**src/hw/rtl/gtg_pkg.sv**
```systemverilog
// Shared types and constants for the go-to-goal steering block.
// Holds controller/datapath command types, status codes and the CORDIC arctangent table.
// No dependencies.
`timescale 1ns / 1ps

package gtg_pkg;

    // Field widths
    localparam int CFG_IDX_W  = 3;
    localparam int CFG_DATA_W = 17;
    localparam int GOAL_W     = 17;
    localparam int GAIN_W     = 16;
    localparam int POS_W      = 16;
    localparam int HEAD_W     = 15;
    localparam int STATUS_W   = 3;
    localparam int DIST_W     = 17;
    localparam int LIN_W      = 20;
    localparam int ANG_W      = 19;

    // Internal widths
    localparam int GUARD_BITS = 8;
    localparam int ANG_FRAC   = 30;
    localparam int XY_W       = 28;
    localparam int Z_W        = 34;
    localparam int MAG_W      = DIST_W + 1;
    localparam int ATAN_IDX_W = 5;

    // Arithmetic constants
    localparam logic signed [31:0] INV_GAIN_Q30 = 32'sd652032874;
    localparam logic signed [31:0] HALF_PI_Q30  = 32'sd1686629713;
    localparam int ANG_CMD_MAX = 262143;
    localparam int ANG_CMD_MIN = -262144;

    // Register indexes
    localparam logic [CFG_IDX_W-1:0] REG_GOAL_X        = 3'd0;
    localparam logic [CFG_IDX_W-1:0] REG_GOAL_Y        = 3'd1;
    localparam logic [CFG_IDX_W-1:0] REG_LINEAR_GAIN   = 3'd2;
    localparam logic [CFG_IDX_W-1:0] REG_ANGULAR_GAIN  = 3'd3;
    localparam logic [CFG_IDX_W-1:0] REG_ARRIVE_RADIUS = 3'd4;
    localparam logic [CFG_IDX_W-1:0] REG_ARENA_LIMIT   = 3'd5;

    // Status codes
    localparam logic [STATUS_W-1:0] STATUS_RUNNING  = 3'd0;
    localparam logic [STATUS_W-1:0] STATUS_ARRIVED  = 3'd1;
    localparam logic [STATUS_W-1:0] STATUS_CANCELED = 3'd2;
    localparam logic [STATUS_W-1:0] STATUS_REJECTED = 3'd3;
    localparam logic [STATUS_W-1:0] STATUS_IDLE     = 3'd4;

    typedef enum logic [2:0] {
        ST_IDLE,
        ST_ITER,
        ST_MAG,
        ST_CMD,
        ST_OUT
    } state_t;

    // Outcome of one tick, decided at the input transfer
    typedef enum logic [1:0] {
        KIND_IDLE,
        KIND_REJECT,
        KIND_CANCEL,
        KIND_RUN
    } kind_t;

    typedef struct packed {
        logic                  load;
        logic                  iter;
        logic [ATAN_IDX_W-1:0] step;
        logic                  mag;
        logic                  cmd;
        logic                  load_out;
        kind_t                 kind;
    } dp_cmd_t;

    typedef struct packed {
        logic goal_bad;
        logic arrived;
    } dp_status_t;

    // atan(2^-i) in Q.30
    function automatic logic signed [31:0] atan_q30(input logic [ATAN_IDX_W-1:0] idx);
        logic signed [31:0] v;
        unique case (idx)
            5'd0:    v = 32'sd843314857;
            5'd1:    v = 32'sd497837829;
            5'd2:    v = 32'sd263043837;
            5'd3:    v = 32'sd133525159;
            5'd4:    v = 32'sd67021687;
            5'd5:    v = 32'sd33543516;
            5'd6:    v = 32'sd16775851;
            5'd7:    v = 32'sd8388437;
            5'd8:    v = 32'sd4194283;
            5'd9:    v = 32'sd2097149;
            5'd10:   v = 32'sd1048576;
            5'd11:   v = 32'sd524288;
            5'd12:   v = 32'sd262144;
            5'd13:   v = 32'sd131072;
            5'd14:   v = 32'sd65536;
            5'd15:   v = 32'sd32768;
            5'd16:   v = 32'sd16384;
            5'd17:   v = 32'sd8192;
            5'd18:   v = 32'sd4096;
            5'd19:   v = 32'sd2048;
            5'd20:   v = 32'sd1024;
            5'd21:   v = 32'sd512;
            5'd22:   v = 32'sd256;
            5'd23:   v = 32'sd128;
            default: v = 32'sd0;
        endcase
        return v;
    endfunction

endpackage

```
**src/hw/rtl/gtg_ctrl.sv**
```systemverilog
// Controller for the go-to-goal steering block: sequences load, CORDIC steps,
// multiplies and the output register; owns the run-finished latch.
// Depends on gtg_pkg.
`timescale 1ns / 1ps

module gtg_ctrl #(
    parameter int CORDIC_STEPS = 16
) (
    input  logic                clk,
    input  logic                rst_n,
    input  logic                in_valid,
    output logic                in_stall,
    input  logic                cancel_request,
    output logic                out_valid,
    input  logic                out_stall,
    input  logic                cfg_write,
    input  gtg_pkg::dp_status_t dp_status,
    output gtg_pkg::dp_cmd_t    dp_cmd
);

    localparam int CNT_W = (CORDIC_STEPS > 1) ? $clog2(CORDIC_STEPS) : 1;
    localparam logic [CNT_W-1:0] LAST_STEP = CNT_W'(CORDIC_STEPS - 1);

    gtg_pkg::state_t state_reg, state_next;
    gtg_pkg::kind_t  kind_reg, kind_next;
    logic [CNT_W-1:0] cnt_reg, cnt_next;
    logic             rf_reg, rf_next;
    logic             out_valid_reg, out_valid_next;
    logic             accept;
    logic             load_out;

    assign accept   = in_valid && !in_stall;
    assign load_out = (state_reg == gtg_pkg::ST_OUT) && (!out_valid_reg || !out_stall);

    // State and control registers
    always_ff @(posedge clk or negedge rst_n)
    begin
        if (!rst_n)
        begin
            state_reg     <= gtg_pkg::ST_IDLE;
            kind_reg      <= gtg_pkg::KIND_IDLE;
            cnt_reg       <= '0;
            rf_reg        <= 1'b0;
            out_valid_reg <= 1'b0;
        end
        else
        begin
            state_reg     <= state_next;
            kind_reg      <= kind_next;
            cnt_reg       <= cnt_next;
            rf_reg        <= rf_next;
            out_valid_reg <= out_valid_next;
        end
    end

    // Next state
    always_comb
    begin
        state_next = state_reg;
        kind_next  = kind_reg;
        cnt_next   = cnt_reg;
        unique case (state_reg)
            gtg_pkg::ST_IDLE:
            begin
                if (accept)
                begin
                    cnt_next = '0;
                    priority if (rf_reg)
                    begin
                        kind_next  = gtg_pkg::KIND_IDLE;
                        state_next = gtg_pkg::ST_OUT;
                    end
                    else if (dp_status.goal_bad)
                    begin
                        kind_next  = gtg_pkg::KIND_REJECT;
                        state_next = gtg_pkg::ST_OUT;
                    end
                    else if (cancel_request)
                    begin
                        kind_next  = gtg_pkg::KIND_CANCEL;
                        state_next = gtg_pkg::ST_OUT;
                    end
                    else
                    begin
                        kind_next  = gtg_pkg::KIND_RUN;
                        state_next = gtg_pkg::ST_ITER;
                    end
                end
            end
            gtg_pkg::ST_ITER:
            begin
                cnt_next = cnt_reg + CNT_W'(1);
                if (cnt_reg == LAST_STEP)
                begin
                    state_next = gtg_pkg::ST_MAG;
                end
            end
            gtg_pkg::ST_MAG:  state_next = gtg_pkg::ST_CMD;
            gtg_pkg::ST_CMD:  state_next = gtg_pkg::ST_OUT;
            gtg_pkg::ST_OUT:
            begin
                if (load_out)
                begin
                    state_next = gtg_pkg::ST_IDLE;
                end
            end
            default:          state_next = gtg_pkg::ST_IDLE;
        endcase

        // Run-finished latch: a register write clears it
        rf_next = rf_reg;
        if (cfg_write)
        begin
            rf_next = 1'b0;
        end
        else if (accept && kind_next == gtg_pkg::KIND_CANCEL)
        begin
            rf_next = 1'b1;
        end
        else if (load_out && kind_reg == gtg_pkg::KIND_RUN && dp_status.arrived)
        begin
            rf_next = 1'b1;
        end

        // Output register occupancy
        if (load_out)
        begin
            out_valid_next = 1'b1;
        end
        else
        begin
            out_valid_next = out_valid_reg && out_stall;
        end
    end

    // Outputs
    always_comb
    begin
        in_stall        = (state_reg != gtg_pkg::ST_IDLE);
        out_valid       = out_valid_reg;
        dp_cmd.load     = accept;
        dp_cmd.iter     = (state_reg == gtg_pkg::ST_ITER);
        dp_cmd.step     = gtg_pkg::ATAN_IDX_W'(cnt_reg);
        dp_cmd.mag      = (state_reg == gtg_pkg::ST_MAG);
        dp_cmd.cmd      = (state_reg == gtg_pkg::ST_CMD);
        dp_cmd.load_out = load_out;
        dp_cmd.kind     = kind_reg;
    end

    // Checks
    a_accept_next: assert property (@(posedge clk) disable iff (!rst_n)
        accept |=> (state_reg == gtg_pkg::ST_ITER || state_reg == gtg_pkg::ST_OUT))
        else $error("accepted tick did not start iteration or output");

    a_iter_end: assert property (@(posedge clk) disable iff (!rst_n)
        (state_reg == gtg_pkg::ST_ITER && cnt_reg == LAST_STEP) |=>
        state_reg == gtg_pkg::ST_MAG)
        else $error("CORDIC iteration did not end on last step");

    a_load_sets_valid: assert property (@(posedge clk) disable iff (!rst_n)
        load_out |=> out_valid_reg)
        else $error("result load did not raise out_valid");

    a_cancel_latches: assert property (@(posedge clk) disable iff (!rst_n)
        (accept && !cfg_write && !rf_reg && !dp_status.goal_bad && cancel_request)
        |=> rf_reg)
        else $error("cancel did not latch run finished");

endmodule

```
**src/hw/rtl/gtg_dp.sv**
```systemverilog
// Datapath for the go-to-goal steering block: CORDIC vectoring registers,
// magnitude and command multipliers, saturation and the result register.
// Depends on gtg_pkg.
`timescale 1ns / 1ps

module gtg_dp #(
    parameter int FRAC_BITS = 12
) (
    input  logic                                   clk,
    input  gtg_pkg::dp_cmd_t                       dp_cmd,
    output gtg_pkg::dp_status_t                    dp_status,
    input  logic signed [gtg_pkg::GOAL_W-1:0]      goal_x,
    input  logic signed [gtg_pkg::GOAL_W-1:0]      goal_y,
    input  logic [gtg_pkg::GAIN_W-1:0]             linear_gain,
    input  logic [gtg_pkg::GAIN_W-1:0]             angular_gain,
    input  logic [gtg_pkg::GAIN_W-1:0]             arrive_radius,
    input  logic [gtg_pkg::GAIN_W-1:0]             arena_limit,
    input  logic [gtg_pkg::POS_W-1:0]              pos_x,
    input  logic [gtg_pkg::POS_W-1:0]              pos_y,
    input  logic signed [gtg_pkg::HEAD_W-1:0]      heading,
    output logic [gtg_pkg::STATUS_W-1:0]           status,
    output logic [gtg_pkg::DIST_W-1:0]             remaining_distance,
    output logic [gtg_pkg::LIN_W-1:0]              linear_cmd,
    output logic signed [gtg_pkg::ANG_W-1:0]       angular_cmd,
    output logic [gtg_pkg::POS_W-1:0]              final_x,
    output logic [gtg_pkg::POS_W-1:0]              final_y
);

    localparam int XY_W    = gtg_pkg::XY_W;
    localparam int Z_W     = gtg_pkg::Z_W;
    localparam int MAG_W   = gtg_pkg::MAG_W;
    localparam int D_W     = gtg_pkg::GOAL_W + 1;
    localparam int SH      = gtg_pkg::ANG_FRAC - FRAC_BITS;
    localparam int BEAR_W  = Z_W - SH + 1;
    localparam int DIFF_W  = BEAR_W + 1;
    localparam int ANGP_W  = DIFF_W + gtg_pkg::GAIN_W + 1;
    localparam int LINP_W  = MAG_W + gtg_pkg::GAIN_W + 1;
    localparam int MPROD_W = XY_W + 32;
    localparam int MAG_SH  = gtg_pkg::ANG_FRAC + gtg_pkg::GUARD_BITS;

    localparam logic signed [MPROD_W-1:0] MAG_HALF = MPROD_W'(1) << (MAG_SH - 1);
    localparam logic signed [Z_W-1:0]     Z_HALF   = Z_W'(1) << (SH - 1);
    localparam logic [LINP_W-1:0]         LIN_HALF = LINP_W'(1) << (FRAC_BITS - 1);
    localparam logic signed [ANGP_W-1:0]  ANG_HALF = ANGP_W'(1) << (FRAC_BITS - 1);
    localparam logic signed [ANGP_W-1:0]  ANG_MAX  = ANGP_W'(gtg_pkg::ANG_CMD_MAX);
    localparam logic signed [ANGP_W-1:0]  ANG_MIN  = ANGP_W'(gtg_pkg::ANG_CMD_MIN);
    localparam logic [gtg_pkg::LIN_W-1:0] LIN_SAT  = '1;
    localparam logic [gtg_pkg::DIST_W-1:0] DIST_SAT = '1;

    // Working registers
    logic signed [XY_W-1:0]            x_reg, y_reg;
    logic signed [Z_W-1:0]             z_reg;
    logic                              zero_reg;
    logic [gtg_pkg::POS_W-1:0]         px_reg, py_reg;
    logic signed [gtg_pkg::HEAD_W-1:0] hd_reg;
    logic [MAG_W-1:0]                  mag_reg;
    logic signed [BEAR_W-1:0]          bear_reg;
    logic [gtg_pkg::LIN_W-1:0]         lin_reg;
    logic signed [gtg_pkg::ANG_W-1:0]  ang_reg;

    // Result registers
    logic [gtg_pkg::STATUS_W-1:0]      status_reg;
    logic [gtg_pkg::DIST_W-1:0]        dist_reg;
    logic [gtg_pkg::LIN_W-1:0]         lin_out_reg;
    logic signed [gtg_pkg::ANG_W-1:0]  ang_out_reg;
    logic [gtg_pkg::POS_W-1:0]         fx_reg, fy_reg;

    logic signed [D_W-1:0]     dx, dy;
    logic signed [XY_W-1:0]    x0, y0, xs, ys;
    logic signed [XY_W-1:0]    x_init, y_init;
    logic signed [Z_W-1:0]     z_init, atan_z, z_rnd;
    logic signed [MPROD_W-1:0] mag_prod, mag_sum;
    logic [LINP_W-1:0]         lin_prod, lin_sum, lin_shr;
    logic signed [DIFF_W-1:0]  diff;
    logic signed [ANGP_W-1:0]  ang_prod, ang_sum, ang_shr;
    logic                      arrived;

    // Goal check against the arena
    assign dp_status.goal_bad =
        (goal_x < 0) || (goal_x > $signed({1'b0, arena_limit})) ||
        (goal_y < 0) || (goal_y > $signed({1'b0, arena_limit}));

    assign arrived           = (mag_reg <= MAG_W'(arrive_radius));
    assign dp_status.arrived = arrived;

    // Offset to goal and quadrant pre-rotation
    always_comb
    begin
        dx = D_W'(goal_x) - $signed(D_W'(pos_x));
        dy = D_W'(goal_y) - $signed(D_W'(pos_y));
        x0 = XY_W'(dx) <<< gtg_pkg::GUARD_BITS;
        y0 = XY_W'(dy) <<< gtg_pkg::GUARD_BITS;
        x_init = x0;
        y_init = y0;
        z_init = '0;
        if (x0 < 0)
        begin
            if (y0 >= 0)
            begin
                x_init = y0;
                y_init = -x0;
                z_init = Z_W'(gtg_pkg::HALF_PI_Q30);
            end
            else
            begin
                x_init = -y0;
                y_init = x0;
                z_init = -Z_W'(gtg_pkg::HALF_PI_Q30);
            end
        end
    end

    // One CORDIC micro-rotation
    assign xs     = x_reg >>> dp_cmd.step;
    assign ys     = y_reg >>> dp_cmd.step;
    assign atan_z = Z_W'(gtg_pkg::atan_q30(dp_cmd.step));

    // Magnitude scale and bearing rounding
    assign mag_prod = x_reg * gtg_pkg::INV_GAIN_Q30;
    assign mag_sum  = mag_prod + MAG_HALF;
    assign z_rnd    = (z_reg + Z_HALF) >>> SH;

    // Command multiplies
    assign lin_prod = LINP_W'(mag_reg) * LINP_W'(linear_gain);
    assign lin_sum  = lin_prod + LIN_HALF;
    assign lin_shr  = lin_sum >> FRAC_BITS;
    assign diff     = DIFF_W'(bear_reg) - DIFF_W'(hd_reg);
    assign ang_prod = diff * $signed({1'b0, angular_gain});
    assign ang_sum  = ang_prod + ANG_HALF;
    assign ang_shr  = ang_sum >>> FRAC_BITS;

    // Working pipeline
    always_ff @(posedge clk)
    begin
        if (dp_cmd.load)
        begin
            x_reg    <= x_init;
            y_reg    <= y_init;
            z_reg    <= z_init;
            zero_reg <= (dx == 0) && (dy == 0);
            px_reg   <= pos_x;
            py_reg   <= pos_y;
            hd_reg   <= heading;
        end
        else if (dp_cmd.iter)
        begin
            if (y_reg >= 0)
            begin
                x_reg <= x_reg + ys;
                y_reg <= y_reg - xs;
                z_reg <= z_reg + atan_z;
            end
            else
            begin
                x_reg <= x_reg - ys;
                y_reg <= y_reg + xs;
                z_reg <= z_reg - atan_z;
            end
        end

        if (dp_cmd.mag)
        begin
            mag_reg  <= mag_sum[MAG_SH +: MAG_W];
            bear_reg <= zero_reg ? '0 : z_rnd[BEAR_W-1:0];
        end

        if (dp_cmd.cmd)
        begin
            lin_reg <= (|lin_shr[LINP_W-1:gtg_pkg::LIN_W]) ? LIN_SAT
                                                           : lin_shr[gtg_pkg::LIN_W-1:0];
            priority if (ang_shr > ANG_MAX)
                ang_reg <= ANG_MAX[gtg_pkg::ANG_W-1:0];
            else if (ang_shr < ANG_MIN)
                ang_reg <= ANG_MIN[gtg_pkg::ANG_W-1:0];
            else
                ang_reg <= ang_shr[gtg_pkg::ANG_W-1:0];
        end
    end

    // Result register
    always_ff @(posedge clk)
    begin
        if (dp_cmd.load_out)
        begin
            dist_reg    <= '0;
            lin_out_reg <= '0;
            ang_out_reg <= '0;
            fx_reg      <= '0;
            fy_reg      <= '0;
            unique case (dp_cmd.kind)
                gtg_pkg::KIND_IDLE:   status_reg <= gtg_pkg::STATUS_IDLE;
                gtg_pkg::KIND_REJECT: status_reg <= gtg_pkg::STATUS_REJECTED;
                gtg_pkg::KIND_CANCEL: status_reg <= gtg_pkg::STATUS_CANCELED;
                gtg_pkg::KIND_RUN:
                begin
                    status_reg  <= arrived ? gtg_pkg::STATUS_ARRIVED
                                           : gtg_pkg::STATUS_RUNNING;
                    dist_reg    <= mag_reg[MAG_W-1] ? DIST_SAT
                                                    : mag_reg[gtg_pkg::DIST_W-1:0];
                    lin_out_reg <= lin_reg;
                    ang_out_reg <= ang_reg;
                    if (arrived)
                    begin
                        fx_reg <= px_reg;
                        fy_reg <= py_reg;
                    end
                end
                default:              status_reg <= gtg_pkg::STATUS_IDLE;
            endcase
        end
    end

    assign status             = status_reg;
    assign remaining_distance = dist_reg;
    assign linear_cmd         = lin_out_reg;
    assign angular_cmd        = ang_out_reg;
    assign final_x            = fx_reg;
    assign final_y            = fy_reg;

endmodule

```
**src/hw/rtl/go_to_goal_proportional_steer.sv**
```systemverilog
// Sequencing: a running tick passes the CORDIC steps, then the magnitude, command and
// output states before result valid; an idle, rejected or canceled tick goes to output.
// No new tick is taken until the previous result is loaded into the output register; the
// iterative CORDIC vectoring unit does one micro-rotation per cycle.
// Reset: configuration registers take their defaults, the run-finished latch clears
// and no result is pending.
`timescale 1ns / 1ps

module go_to_goal_proportional_steer #(
    parameter int FRAC_BITS    = 12,
    parameter int CORDIC_STEPS = 16
) (
    input  logic                                clk,
    input  logic                                rst_n,
    // Tick input
    input  logic                                in_valid,
    output logic                                in_stall,
    input  logic [gtg_pkg::POS_W-1:0]           pos_x,
    input  logic [gtg_pkg::POS_W-1:0]           pos_y,
    input  logic signed [gtg_pkg::HEAD_W-1:0]   heading,
    input  logic                                cancel_request,
    // Result output
    output logic                                out_valid,
    input  logic                                out_stall,
    output logic [gtg_pkg::STATUS_W-1:0]        status,
    output logic [gtg_pkg::DIST_W-1:0]          remaining_distance,
    output logic [gtg_pkg::LIN_W-1:0]           linear_cmd,
    output logic signed [gtg_pkg::ANG_W-1:0]    angular_cmd,
    output logic [gtg_pkg::POS_W-1:0]           final_x,
    output logic [gtg_pkg::POS_W-1:0]           final_y,
    // Configuration write
    input  logic                                cfg_valid,
    output logic                                cfg_ready,
    input  logic [gtg_pkg::CFG_IDX_W-1:0]       cfg_index,
    input  logic [gtg_pkg::CFG_DATA_W-1:0]      cfg_data
);

    logic signed [gtg_pkg::GOAL_W-1:0] goal_x_reg, goal_y_reg;
    logic [gtg_pkg::GAIN_W-1:0]        linear_gain_reg, angular_gain_reg;
    logic [gtg_pkg::GAIN_W-1:0]        arrive_radius_reg, arena_limit_reg;
    logic                              cfg_xfer;
    logic                              cfg_hit;
    gtg_pkg::dp_cmd_t                  dp_cmd;
    gtg_pkg::dp_status_t               dp_status;

    assign cfg_ready = 1'b1;
    assign cfg_xfer  = cfg_valid && cfg_ready;
    assign cfg_hit   = cfg_xfer && (cfg_index <= gtg_pkg::REG_ARENA_LIMIT);

    // Configuration registers
    always_ff @(posedge clk or negedge rst_n)
    begin
        if (!rst_n)
        begin
            goal_x_reg        <= '0;
            goal_y_reg        <= '0;
            linear_gain_reg   <= 16'd2048;
            angular_gain_reg  <= 16'd8192;
            arrive_radius_reg <= 16'd410;
            arena_limit_reg   <= 16'd45384;
        end
        else if (cfg_xfer)
        begin
            unique case (cfg_index)
                gtg_pkg::REG_GOAL_X:        goal_x_reg        <= $signed(cfg_data);
                gtg_pkg::REG_GOAL_Y:        goal_y_reg        <= $signed(cfg_data);
                gtg_pkg::REG_LINEAR_GAIN:   linear_gain_reg   <= cfg_data[15:0];
                gtg_pkg::REG_ANGULAR_GAIN:  angular_gain_reg  <= cfg_data[15:0];
                gtg_pkg::REG_ARRIVE_RADIUS: arrive_radius_reg <= cfg_data[15:0];
                gtg_pkg::REG_ARENA_LIMIT:   arena_limit_reg   <= cfg_data[15:0];
                default:                    ;
            endcase
        end
    end

    gtg_ctrl #(
        .CORDIC_STEPS (CORDIC_STEPS)
    ) u_ctrl (
        .clk            (clk),
        .rst_n          (rst_n),
        .in_valid       (in_valid),
        .in_stall       (in_stall),
        .cancel_request (cancel_request),
        .out_valid      (out_valid),
        .out_stall      (out_stall),
        .cfg_write      (cfg_hit),
        .dp_status      (dp_status),
        .dp_cmd         (dp_cmd)
    );

    gtg_dp #(
        .FRAC_BITS (FRAC_BITS)
    ) u_dp (
        .clk                (clk),
        .dp_cmd             (dp_cmd),
        .dp_status          (dp_status),
        .goal_x             (goal_x_reg),
        .goal_y             (goal_y_reg),
        .linear_gain        (linear_gain_reg),
        .angular_gain       (angular_gain_reg),
        .arrive_radius      (arrive_radius_reg),
        .arena_limit        (arena_limit_reg),
        .pos_x              (pos_x),
        .pos_y              (pos_y),
        .heading            (heading),
        .status             (status),
        .remaining_distance (remaining_distance),
        .linear_cmd         (linear_cmd),
        .angular_cmd        (angular_cmd),
        .final_x            (final_x),
        .final_y            (final_y)
    );

endmodule

```
**config.mk**
```make
export PLATFORM = sky130hd
export DESIGN_NAME = go_to_goal_proportional_steer
export DESIGN_NICKNAME = d
export VERILOG_FILES = /design/src/hw/rtl/gtg_pkg.sv /design/src/hw/rtl/gtg_ctrl.sv /design/src/hw/rtl/gtg_dp.sv /design/src/hw/rtl/go_to_goal_proportional_steer.sv
export SDC_FILE = /design/constraint.sdc
export NUM_CORES = 2
export LEC_CHECK = 0
export BUFFER_PORTS_ARGS = -buffer_cell sky130_fd_sc_hd__buf_4
export CAP_MARGIN = 20
export CELL_PAD_IN_SITES_DETAIL_PLACEMENT = 0
export CELL_PAD_IN_SITES_GLOBAL_PLACEMENT = 1
export CORE_MARGIN = 2
export CORE_UTILIZATION = 56
export CTS_CLUSTER_DIAMETER = 150
export DETAILED_ROUTE_END_ITERATION = 8
export PLACE_DENSITY_LB_ADDON = 0.1
export SYNTH_ARGS = -nofsm -noshare
export SYNTH_HDL_FRONTEND = slang
export SYNTH_SLANG_ARGS = --single-unit
```
**constraint.sdc**
```tcl
create_clock -name clk -period 23 [get_ports clk]
set_clock_uncertainty 0.15 [all_clocks]
set_input_delay 0 -clock clk [delete_from_list [all_inputs] [get_ports clk]]
set_output_delay 0 -clock clk [all_outputs]
set_load 0.05 [all_outputs]
```
### Word level (Yosys, flattened, before mapping)

Memories as Yosys holds them, arrays and structs flattened.
Index checks and enable logic that the tools add are counted.

| word-level totals | value |
|---|---|
| flip-flop bits (word level) | 411 |
| bits in latches | 0 |
| memory bits (writable) | 0 |
| bits in read-only memories | 960 |
| input port bits | 73 |
| output and inout port bits | 94 |
| logic and storage cells | 149 |
| memories | 1 |

Memories:

| memory | depth | width | read ports | clocked after memory_dff | write ports | line | text |
|---|---|---|---|---|---|---|---|
| (name not given) | 32 | 30 | 1 | 0 | 0 | gtg_pkg.sv:83 | `unique case (idx)` |

| cells by class | value |
|---|---|
| $add $sub $neg | 16 |
| multipliers | 3 |
| divide/modulo/power cells | 0 |
| $lt $le $gt $ge | 11 |
| equal/unequal tests | 17 |
| shifts and indexed selects | 2 |
| mux-type cells | 37 |
| bitwise logic cells | 0 |
| reduce and logical (&&, ||, !) cells | 34 |

Operator list:

| cell | number |
|---|---|
| two-way mux 28 bit | 10 |
| two-way mux 34 bit | 5 |
| zero test 32 bit | 2 |
| adder 28 bit | 2 |
| adder 56 x 39 -> 56 bit (second input constant) | 1 |
| negator 26 -> 28 bit | 2 |
| >>> shifter 28 x 4 -> 28 bit | 2 |
| subtractor 28 bit | 2 |
| multiplier 28 x 30 -> 55 bit (second input constant) | 1 |
| subtractor 17 x 17 -> 18 bit | 2 |
| adder 34 x 12 -> 35 bit (second input constant) | 1 |
| adder 35 x 13 -> 35 bit (second input constant) | 1 |
| adder 34 x 19 -> 34 bit (second input constant) | 1 |
| adder 34 x 32 -> 34 bit | 1 |
| > comparator 17 bit | 2 |
| < comparator 17 x 1 -> 1 bit (second input constant) | 2 |
| multiplier 17 x 17 -> 34 bit | 1 |
| multiplier 18 x 16 -> 34 bit | 1 |
| subtractor 34 x 32 -> 34 bit | 1 |
| >= comparator 28 x 1 -> 1 bit (second input constant) | 1 |
| >= comparator 26 x 1 -> 1 bit (second input constant) | 1 |
| < comparator 26 x 1 -> 1 bit (second input constant) | 1 |
| > comparator 23 x 19 -> 1 bit (second input constant) | 1 |
| < comparator 23 x 19 -> 1 bit (second input constant) | 1 |
| other kinds (30) | 75 |

### Longest topological paths before layout

| logic depth | value |
|---|---|
| depth after elaboration | 12 |
| gate-level depth with buffers | 43 |
| depth with buffers taken out | 40 |

### Hierarchy

From an unflattened synthesis, not the netlist that was laid out.

| unflattened totals | value |
|---|---|
| cell total of the unflattened synthesis | 6474 |
| area, all modules | 63478.4 sq um |

Modules (own cells, without submodules):

| module | times used | cells each | area an instance (sq um) | sequential area each (sq um) |
|---|---|---|---|---|
| gtg_dp | 1 | 6199 | 59120.5 | 9068.7 |
| go_to_goal_proportional_steer | 1 | 214 | 3771.1 | 2468.6 |
| gtg_ctrl | 1 | 61 | 586.8 | 275.3 |

### Worst setup path after synthesis

OpenSTA, ideal clock, no wires.

| path | value |
|---|---|
| path type | register to register |
| start point | reg u_dp.hd_reg[0] (netlist name) |
| end point | reg u_dp.ang_reg[15] (netlist name), data pin |
| library setup time | 0.258 ns |
| arrival time | 9.397 ns |
| required time | 22.592 ns |
| setup slack | 13.195 ns |
| cell stages (with the launch flop) | 41 |
| buffers on the path | 3 |
| period minus slack after synthesis | 9.805 ns |
| cells stage by stage | edfxtp_1 -> ha_1 -> fa_1 -> nor2b_1 -> o21ai_0 -> a21boi_0 -> o21ai_0 -> a21boi_0 -> o21ai_0 -> a21boi_0 -> o21ai_0 -> a21o_1 -> a21boi_0 -> o21ai_0 -> a211oi_1 -> clkbuf_1 -> nand2_1 -> fa_1 -> [... 5 more ...] -> inv_1 -> fa_1 -> inv_1 -> ha_1 -> clkbuf_1 -> and2_1 -> o21ai_0 -> nand2_1 -> o21ai_0 -> o21a_1 -> o21ai_1 -> o41ai_2 -> xnor2_1 -> nand4_1 -> xor2_1 -> a31oi_2 -> buf_4 -> o21ai_1 |

| between the ends | value |
|---|---|
| word-level cells in the longest chain between the ends | 5 |
| elaborated cells between the ends (all ways) | 6 |
| classes of those cells | add/sub (2); mul (1); order compare (2); mux (1) |

Ends and longest elaborated chain:

| what | line | text |
|---|---|---|
| from (decl) | gtg_dp.sv:55 | `logic signed [gtg_pkg::HEAD_W-1:0] hd_reg;` |
| from (signal assigned) | gtg_dp.sv:143 | `hd_reg <= heading;` |
| subtractor 16 x 15 -> 17 bit (*) | gtg_dp.sv:127 | `assign diff = DIFF_W'(bear_reg) - DIFF_W'(hd_reg);` |
| multiplier 17 x 17 -> 34 bit (*) | gtg_dp.sv:128 | `assign ang_prod = diff * $signed({1'b0, angular_gain});` |
| adder 35 x 13 -> 35 bit (*) | gtg_dp.sv:129 | `assign ang_sum = ang_prod + ANG_HALF;` |
| < comparator 23 x 19 -> 1 bit | gtg_dp.sv:173 | `else if (ang_shr < ANG_MIN)` |
| two-way mux 19 bit | gtg_dp.sv:173 |  |
| to (signal assigned) | gtg_dp.sv:172 | `ang_reg <= ANG_MAX[gtg_pkg::ANG_W-1:0];` |
| to (signal assigned) | gtg_dp.sv:174 | `ang_reg <= ANG_MIN[gtg_pkg::ANG_W-1:0];` |
| to (signal assigned) | gtg_dp.sv:176 | `ang_reg <= ang_shr[gtg_pkg::ANG_W-1:0];` |
| to (decl) | gtg_dp.sv:59 | `logic signed [gtg_pkg::ANG_W-1:0] ang_reg;` |

Mark *: on every way between the ends. The rest lies on a longest branch, timed or not.
A chain may end at the register's enable or synchronous reset.

### Worst setup path in the final report

| path | value |
|---|---|
| start point | reg u_dp.hd_reg[1] (netlist name) |
| end point | reg u_dp.ang_reg[5] (netlist name), data pin |

The elaborated chain is that of the path after synthesis.

==> results.txt <==
----------------------------------------------------
[Run]
  Max cap viols ... 0

[Cells and area]
  Final-stage net count ... approximately 8400
  Area delta synth->final ... 9.590%
  Proportion of layout cells with a drive suffix above 1 ... under 10%
  Storage element area ... 11820 um2
  Max FFs per register ... 34
  Layout filler cell count ... roughly 9700
  Post-route design area ... 69100 um2
  Most frequent cells in the layout ... 1248 x sky130_fd_sc_hd__inv_1, 848 x sky130_fd_sc_hd__fa_1, 718 x sky130_fd_sc_hd__ha_1, 611 x sky130_fd_sc_hd__nand2_1, 302 x sky130_fd_sc_hd__edfxtp_1
  Most common cell after layout, fill and taps aside ... sky130_fd_sc_hd__inv_1
  Area taken by multi-input logic gates ... 45620 um2

[Drt]
  Average via count per standard cell ... around 5.6
  Post-route ant nets ... 0
  Starting DRT DRC Count ... between 3000 and 4000
  Vias ... 46616
  Routed wire per std cell ... roughly 20 um
  DRC Markers ... 0
  Post-Route WL ... 169800 um
  1st-pass router iterations ... 6

[Synthesis]
  Compound-gate portion of the synthesized area ... 9.108%
  Synthesis Warnings ... 0
  Largest area contributor in the synthesized netlist ... sky130_fd_sc_hd__fa_1
  Post-synthesis instance area ... 63050 um2
  Sequential cell area fraction in the yosys report ... 18.73%
  Adder and majority gate portion of the synthesized area ... 41.21%
  Top cell type's share of synthesized area ... 26.92%
  Post-Synthesis Mean Instance Area ... ~9.6 um2
  Mux cell area share after synthesis ... 4.127%
  Proportion of register bits with asynchronous set or reset after synthesis ... approximately a quarter
  XOR/XNOR Fraction of Synth Area ... 4.735%
  Number of distinct library cells after synthesis ... 110
  Number of cells produced by synthesis ... 6543
  Post-synth net total ... 8183
  Number of enable-type register cells in the synthesized netlist ... 302
  Combinational family with the most area after synthesis ... adder cells
  Post-synthesis share of cell area spent on and, or, nand and nor gates ... between 10% and 20%
  Ys flop type ... sky130_fd_sc_hd__edfxtp_1
  Total of flip-flops plus latches after synthesis ... 411
  Top cells by area, synth ... sky130_fd_sc_hd__fa_1 27%, sky130_fd_sc_hd__edfxtp_1 14%, sky130_fd_sc_hd__ha_1 14%

[Outcome]
  Run status ... completed

[Die]
  Initial Util ... between 50% and 60%
  Floorplan Core Area ... 112000 um2
  Die Outline Area ... 115300 um2
  Die Ht ... 339.6 um
  Number of core rows ... 123
  Width of the die ... 339.6 um
  I/O pin cnt ... 167

[Timing]
  Least setup slack across all paths after layout ... 11.56 ns
  Total count of hold-check failures in the final report ... 0
  Max Clock Freq ... 87.39 MHz
  Crit share post-route ... 49.75%
  Worst Tran Pin Value ... between 1 and 1.5 ns
  Total of endpoints with negative setup slack in the final report ... 0
  Period minus WS final ... around 11 ns
  RSZ-0062 raised after global routing ... no
  Setup TNS ... 0 ns
  Final slew viol count ... 0
  Slew headroom ... 19.57%

[Clock network]
  Number of CTS-inserted buffers ... between 50 and 60
  Number of sinks driven by the clock tree ... 411
  Post_cts resized ... 0
  Clock transition at the registers of the reported paths ... 0.06 ns
  Cell at the root of the clock tree ... sky130_fd_sc_hd__clkbuf_16
  Maximum number of buffers from clock root to sink ... 3
  Level count of the clock H-tree ... 2
  CTS tree ... yes
  Worst-skew pair later-pin latency ... 0.66 ns

[Critical path]
  Worst endpoint data arrival time ... ~12 ns
  Worst path slowest cell ... sky130_fd_sc_hd__o31a_1
  Startpoint types ... flip-flop
  Type of the worst setup path ... flip-flop to flip-flop
  Type of element capturing the critical path ... flip-flop
  Critical-path maximum fanout ... 33
  CP Data Required Time ... 23.17 ns
  Worst path max stage delay ... 0.86 ns

[Place]
  Number of port buffers ... 165
  Post-DP Area ... 65690 um2
  Worst slack at placement ... 11.60 ns
  Weighted congestion at the end of routability-driven global placement ... 0.9292
  HPWL after detailed placement ... 133200 um

[GRT]
  Initial antenna violation count ... 6
  Sum of overflow across all layers after global routing ... 0
  First-pass GRT wire length ... 270300 um
  Via count of the first global-routing pass ... 48230
  Maximum number of pins on one net before global-route repair ... 87
  Overall routing resource usage ... approximately 30%

[Min path]
  Kind of path behind the tightest hold check ... input pin to flip-flop

----------------------------------------------------
## cells by family (layout without fill, tap and decap cells)
kind of cell	after synthesis	in the layout
other	1	2
multiplexers	180	180
flip-flops	411	411
adder cells (fa/ha/maj)	1568	1568
AND/OR/NAND/NOR	1663	1663
XOR/XNOR	340	340
buffers and inverters	1485	1728
AO/OA/AOI/OAI	895	895
## synthesized netlist by cell type, types with 115 or more instances
| cell type | n |
|---|---|
| sky130_fd_sc_hd__inv_1 | 1249 |
| sky130_fd_sc_hd__fa_1 | 848 |
| sky130_fd_sc_hd__ha_1 | 719 |
| sky130_fd_sc_hd__nand2_1 | 611 |
| sky130_fd_sc_hd__edfxtp_1 | 302 |
| sky130_fd_sc_hd__and2_1 | 301 |
| sky130_fd_sc_hd__nor2_1 | 260 |
| sky130_fd_sc_hd__o21ai_0 | 242 |
| sky130_fd_sc_hd__xnor2_1 | 215 |
| sky130_fd_sc_hd__a21oi_1 | 209 |
| sky130_fd_sc_hd__clkbuf_1 | 184 |
| sky130_fd_sc_hd__xor2_1 | 124 |
| sky130_fd_sc_hd__nand3_1 | 115 |
## critical path: cells and delay by family (launching register included)
kind | cells | cell delay (ns)
and+or+nand+nor | 3 | 0.51
adders and majority gates | 8 | 3.66
xor gates and xnor gates | 2 | 0.50
AOI/OAI and AO/OA | 20 | 5.40
buffers and inverters | 6 | 0.52
DFF | 1 | 0.38
## final timing paths
| check | endpoint | cells after the start | startpoint | slack [ns] |
|---|---|---|---|---|
| worst max-delay path | u_dp.ang_reg[5] | 39 | u_dp.hd_reg[1] | 11.56 |
| worst min-delay path | u_ctrl.out_valid | 4 | out_stall | 0.08 |
| worst max register to register | u_dp.ang_reg[5] | 39 | u_dp.hd_reg[1] | 11.56 |
| worst min register to register | arena_limit_reg[1] | 1 | arena_limit_reg[1] | 0.36 |
| max in group asynchronous | u_ctrl.cnt_reg[2] | 4 | rst_n | 21.45 |
| min in group asynchronous | arrive_radius_reg[3] | 3 | rst_n | 0.36 |
## repair_timing
item                       4_1_cts  5_1_grt
hold buffers                   150        0
setup buffers                    0        0
hold endpoints to repair       335        0
setup endpoints to repair        0        0
## metrics by stage
step / utilization [%] / std cells / hold WS (ns)
final: 61.68 / 8287 / 0.07560
after detailed placement: 58.63 / 8032 / -0.1038
after global routing: 61.68 / 8287 / 0.07158
after CTS: 61.62 / 8281 / 0.003827
after floorplan: - / 6543 / -0.4456
after global placement: 58.63 / 8032 / -0.1049
## per-layer routing
metal | vias up | track usage [%] | routed length (um)
met5 | - | 0 | 13
met4 | 2 | 8.767 | 5150
met3 | 261 | 3.203 | 9083
met2 | 1306 | 49.95 | 82130
met1 | 23351 | 41.20 | 73390
li1 | 21696 | - | -
## layout make-up
class / count / area share, %
clock inverter: 27 / 0.3658
timing repair buffer: 377 / 4.688
inverter: 1252 / 6.806
sequential: 411 / 17.10
multi-input combinational: 4647 / 66.02
tap: 1500 / 2.716
clock buffer: 72 / 2.296
antenna: 1 / 0.003621
Power is not shown: default switching activity piles up to over one toggle a cycle in this logic, so the estimate is an artifact.
